`config.mk`:
```
export PLATFORM = sky130hd
export DESIGN_NAME = uvs_div
export DESIGN_NICKNAME = d
export VERILOG_FILES = /design/src/design/uvs_pkg.sv /design/src/design/uvs_div.sv
export SDC_FILE = /design/constraint.sdc
export NUM_CORES = 2
export LEC_CHECK = 0
export ABC_CLOCK_PERIOD_IN_PS = 12400
export BUFFER_PORTS_ARGS = -buffer_cell sky130_fd_sc_hd__buf_4
export CAP_MARGIN = 20
export CORE_ASPECT_RATIO = 1.1
export CORE_MARGIN = 2
export CORE_UTILIZATION = 60
export CTS_CLUSTER_SIZE = 40
export DETAILED_ROUTE_END_ITERATION = 12
export HOLD_SLACK_MARGIN = 0.03
export PLACE_DENSITY = 0.73
export SKIP_LAST_GASP = 1
export SLEW_MARGIN = 15
export SYNTH_ARGS = -nofsm -noshare
export SYNTH_HDL_FRONTEND = slang
export SYNTH_SLANG_ARGS = --single-unit
```
`constraint.sdc`:
```
create_clock -name clk -period 12.4 [get_ports clk]
set_input_delay 1.86 -clock clk [delete_from_list [all_inputs] [get_ports clk]]
set_output_delay 1.86 -clock clk [all_outputs]
set_load 0.05 [all_outputs]
```
`src/design/uvs_pkg.sv`:
```
`timescale 1ns / 1ps
// ----------------------------------------------------------------------------
// uvs_pkg
// Shared types and constants of the UV sphere vertex generator.
// ----------------------------------------------------------------------------
package uvs_pkg;

	localparam int SEG_W           = 11;
	localparam int COORD_FRAC_BITS = 15;
	localparam int COORD_W         = COORD_FRAC_BITS + 1;
	localparam int TEX_W           = 17;
	localparam int IDX_W           = 21;
	localparam int CFG_IDX_W       = 8;

	localparam logic [TEX_W-1:0] TEX_MAX = '1;

	typedef enum logic [CFG_IDX_W-1:0] {
		CFG_X_SEGMENTS = 8'd0,
		CFG_Y_SEGMENTS = 8'd1
	} cfg_reg_t;

	typedef struct packed {
		logic [SEG_W-1:0] column;
		logic [SEG_W-1:0] row;
	} in_t;

	typedef struct packed {
		logic signed [COORD_W-1:0] pos_x;
		logic signed [COORD_W-1:0] pos_y;
		logic signed [COORD_W-1:0] pos_z;
		logic [TEX_W-1:0]          tex_u;
		logic [TEX_W-1:0]          tex_v;
		logic [IDX_W-1:0]          tri_index0;
		logic [IDX_W-1:0]          tri_index1;
		logic [IDX_W-1:0]          tri_index2;
		logic [IDX_W-1:0]          tri_index3;
		logic [IDX_W-1:0]          tri_index4;
		logic [IDX_W-1:0]          tri_index5;
		logic                      has_quad;
	} out_t;

	// pipelined restoring divider: DIV_BITS quotient bits per stage
	localparam int DIV_STAGES = 11;
	localparam int DIV_BITS   = 4;
	localparam int DIV_NUM_W  = DIV_STAGES * DIV_BITS;

	// angles: 32-bit turn phase, magnitudes Q30 in 31 bits
	localparam int PHASE_W = 32;
	localparam int MAG_W   = 31;
	localparam logic [MAG_W-1:0]   Q30_ONE = 31'h4000_0000;
	localparam logic [PHASE_W-1:0] PI_Q30  = 32'hC90F_DAA2;

	// Horner steps; x/d done as (x*M) >> S, exact for x < 2^30
	localparam int HORNER_STEPS = 6;
	localparam int unsigned COS_SHIFT [HORNER_STEPS] = '{38, 37, 36, 35, 34, 31};
	localparam int unsigned SIN_SHIFT [HORNER_STEPS] = '{38, 37, 37, 36, 35, 33};
	localparam logic [MAG_W-1:0] COS_MAGIC [HORNER_STEPS] = '{
		31'(((64'd1 << 38) + 64'd131) / 64'd132),
		31'(((64'd1 << 37) + 64'd89)  / 64'd90),
		31'(((64'd1 << 36) + 64'd55)  / 64'd56),
		31'(((64'd1 << 35) + 64'd29)  / 64'd30),
		31'(((64'd1 << 34) + 64'd11)  / 64'd12),
		31'(((64'd1 << 31) + 64'd1)   / 64'd2)
	};
	localparam logic [MAG_W-1:0] SIN_MAGIC [HORNER_STEPS] = '{
		31'(((64'd1 << 38) + 64'd155) / 64'd156),
		31'(((64'd1 << 37) + 64'd109) / 64'd110),
		31'(((64'd1 << 37) + 64'd71)  / 64'd72),
		31'(((64'd1 << 36) + 64'd41)  / 64'd42),
		31'(((64'd1 << 35) + 64'd19)  / 64'd20),
		31'(((64'd1 << 33) + 64'd5)   / 64'd6)
	};

	// sine/cosine pipeline depth: front stages, stages per Horner step, back stages
	localparam int SC_LAT = 3 + 3 * HORNER_STEPS + 2;

endpackage

```
`src/design/uvs_div.sv`:
```
`timescale 1ns / 1ps
// ----------------------------------------------------------------------------
// uvs_div
// Pipelined restoring divider, numerator by segment count, one quotient
// nibble per stage. Numerator bits shift out the top as quotient bits
// shift in at the bottom.
// ----------------------------------------------------------------------------
module uvs_div (
	input  logic                          clk,
	input  logic                          en,
	input  logic [uvs_pkg::DIV_NUM_W-1:0] num,
	input  logic [uvs_pkg::SEG_W-1:0]     den,
	output logic [uvs_pkg::DIV_NUM_W-1:0] quo
);
	import uvs_pkg::*;

	logic [DIV_NUM_W-1:0] nq_s  [DIV_STAGES];
	logic [SEG_W-1:0]     rem_s [DIV_STAGES-1];
	logic [SEG_W-1:0]     den_s [DIV_STAGES-1];

	for (genvar k = 0; k < DIV_STAGES; k++) begin : g_stage
		logic [DIV_NUM_W-1:0] nq_in, nq_nx;
		logic [SEG_W-1:0]     rem_in, rem_nx, den_in;
		logic [SEG_W:0]       w;

		if (k == 0) begin : g_first
			assign nq_in  = num;
			assign rem_in = '0;
			assign den_in = den;
		end else begin : g_next
			assign nq_in  = nq_s[k-1];
			assign rem_in = rem_s[k-1];
			assign den_in = den_s[k-1];
		end

		always_comb begin
			nq_nx  = nq_in;
			rem_nx = rem_in;
			w      = '0;
			for (int b = 0; b < DIV_BITS; b++) begin
				w = {rem_nx, nq_nx[DIV_NUM_W-1]};
				if (w >= {1'b0, den_in}) begin
					rem_nx = SEG_W'(w - {1'b0, den_in});
					nq_nx  = {nq_nx[DIV_NUM_W-2:0], 1'b1};
				end else begin
					rem_nx = w[SEG_W-1:0];
					nq_nx  = {nq_nx[DIV_NUM_W-2:0], 1'b0};
				end
			end
		end

		always_ff @(posedge clk) begin
			if (en) begin
				nq_s[k] <= nq_nx;
			end
		end

		if (k < DIV_STAGES - 1) begin : g_carry
			always_ff @(posedge clk) begin
				if (en) begin
					rem_s[k] <= rem_nx;
					den_s[k] <= den_in;
				end
			end
		end
	end

	assign quo = nq_s[DIV_STAGES-1];

endmodule

```
==> results.json <==
{
  "postRouteAntennaNets": 0,
  "status": "finished clean",
  "coreArea_um2": 77500,
  "grt_max_degree": 180,
  "syn-mean-instance-area_um2": 10.9,
  "drive_gt1_share_pct": 9.92,
  "slowest_stage": "a21oi_2",
  "synthFlopType": "edfxtp_1",
  "io_pins": 101,
  "crit_path_max_fanout": 15,
  "vias_per_cell": 5.96,
  "initial_utilization_pct": 60.7,
  "ys_seq_area_share_pct": 44.9,
  "synth_cells": 4327,
  "synthArstFlopShare_pct": 0,
  "end_kind": "flop",
  "synth_warnings": 0,
  "syn_area_um2": 47100,
  "grt_pass1_vias": 31900,
  "via_count": 33100,
  "seq_area_um2": 21100,
  "rows": 107,
  "port_buffers": 100,
  "htreeDepth": 3,
  "final_nets": 5033,
  "worstMarginPinSlew_ns": 1.00,
  "regToRegStartpoint": "den_s[8][0]$_DFFE_PP_",
  "drc": 0,
  "antenna_cells": 0,
  "gp_routability_congestion": 0.912,
  "grt_pass1_wl_um": 162000,
  "worstHoldPathCells": 0,
  "hp-start": "nq_s[1][13]$_DFFE_PP_",
  "clockRootBuffer": "clkbuf_16",
  "drt_iter0_drc": 2137,
  "die_w_um": 271,
  "ys_ff_latch": 704,
  "period_needed_ns": 11.28,
  "cts_tree": "done",
  "mostFrequentLayoutCell": "edfxtp_1",
  "cpPeakStageDelay_ns": 0.56,
  "min_to": "nq_s[2][17]$_DFFE_PP_",
  "num-fill-cells": 6057,
  "synth_edf_count": 704,
  "syn_nets": 4901,
  "clk_path_buf_depth": 3,
  "die_y_um": 298,
  "skew_ns": 0.0186,
  "arrival_ns": 11.72,
  "wirelength_um": 98900,
  "cts_buffers": 74,
  "whs_ns": 0.410,
  "period_share_pct": 90.9,
  "setup_tns_ns": 0,
  "final_cell_mix": "edfxtp_1, ha_1, inv_1",
  "cp.required_ns": 12.84,
  "clk_pin_slew_ns": 0.06,
  "overflow": 0,
  "die-area_um2": 80700,
  "insertion_delay_ns": 0.61,
  "rsz0062_at_grt": "no",
  "multi_input_area_um2": 24300,
  "hp-class": "flop to flop",
  "hpwl_um": 75400,
  "path_class": "flop to flop",
  "antenna_found_initial": 0,
  "firstDrtPassIters": 5,
  "yosysUniqueCellTypes": 96,
  "r2r_end": "rem_s[9][9]$_DFFE_PP_",
  "hold_viol": 0,
  "relSlewSlack_pct": 32.9,
  "fmax_mhz": 88.7,
  "crit_family": "compound AO/OA/AOI/OAI gates",
  "critPathLaunchType": "flop",
  "cts_setup_buffers": 0,
  "grt_util_all_layers_pct": 24.5,
  "area_growth_pct": 9.17,
  "maxCapViolations": 0,
  "rr_worst_depth": 43,
  "crit_start": "den_s[8][0]$_DFFE_PP_",
  "maxSlewViolCount": 0,
  "hold_buffers": 0,
  "r2r_setup_slack_ns": 1.12,
  "finalSetupViolCount": 0,
  "cp_num_buf_inv": 5,
  "drt-wirelength-per-cell_um": 17.8,
  "clock_sinks": 704
}
## cells by family after synthesis
family                     Yosys count  share of synthesized area, %
AOI/OAI and AO/OA                 1081                          15.0
xor gates and xnor gates           284                          5.29
adders and majority gates          517                          14.4
buffers and inverters              428                          3.46
DFF                                704                          44.9
muxes                              222                          5.18
and+or+nand+nor                   1091                          11.7
## flip-flops by register name, indices dropped and copies added (netlist names)
register / count
rem_s: 110
nq_s: 484
den_s: 110
## metal layers
metal / track usage, % / share of wire [%] / vias to the layer above / wire length (µm)
li1: - / - / 16500 / -
met1: 33.3 / 46 / 15700 / 45200
met2: 41.3 / 48 / 716 / 47100
met3: 3.29 / 4.4 / 159 / 4360
met4: 6.67 / 2.3 / 0 / 2230
met5: 0 / 0 / - / 0
## metrics by stage
step           std cells  setup slack (ns)  util [%]  area [µm²]
3_3_place_gp        5418              1.35      63.2       49000
3_5_place_dp        5418              1.30      63.2       49000
4_1_cts             5551              1.23      66.3       51400
5_1_grt             5551             0.220      66.3       51400
2_1_floorplan       4327              2.88         -       47100
6_report            5551              1.12      66.3       51400
## what timing repair did
item | 4_1_cts | 5_1_grt
endpoints found under the hold margin | 0 | 0
endpoints found under the setup margin | 0 | 6
gates resized for setup | 0 | 1
## area by class of cell
class | instances | area share, %
clock buffer | 87 | 3.74
inverter | 365 | 2.67
clock inverter | 46 | 0.857
tap | 1035 | 2.52
multi-input combinational | 3195 | 47.3
sequential | 704 | 41.2
timing repair buffer | 119 | 1.78
## cells in the mapped netlist (all sizes together), types with 29 or more instances
cell type / instances / area [µm²]
clkbuf: 47 / 176
o211ai: 29 / 223
xor2: 117 / 1020
edfxtp: 704 / 21100
nor2: 286 / 1070
nand4: 87 / 544
nand2: 223 / 837
nor2b: 78 / 488
a21o: 102 / 766
a21boi: 37 / 282
nand2b: 73 / 457
o21a: 60 / 450
a211oi: 30 / 235
a31oi: 37 / 231
and3: 35 / 219
a21oi: 298 / 1500
o31ai: 32 / 240
xnor2: 167 / 1460
mux2: 155 / 1750
o21ai: 247 / 1240
inv: 364 / 1370
nand3: 57 / 290
nor3: 91 / 470
mux2i: 67 / 683
ha: 475 / 5940
fa: 42 / 841
## worst max path at each step
stage                                        to  cells past startpoint
final                     rem_s[9][9]$_DFFE_PP_                     43
after CTS                 rem_s[2][4]$_DFFE_PP_                     38
after global placement    rem_s[9][9]$_DFFE_PP_                     43
after floorplan           rem_s[0][2]$_DFFE_PP_                     39
after detailed placement  rem_s[9][9]$_DFFE_PP_                     43
after global routing      rem_s[9][9]$_DFFE_PP_                     43
## worst reg2reg max path, delay by kind of cell (launching register included)
family	cells	cell delay [ns]
AND/OR/NAND/NOR	9	1.88
adder cells (fa/ha/maj)	5	1.78
AO/OA/AOI/OAI	20	4.71
multiplexers	4	1.32
buffers and inverters	5	0.89
flip-flops	1	0.51
Power is not shown: default switching activity piles up to over one toggle a cycle in this logic, so the estimate is an artifact.
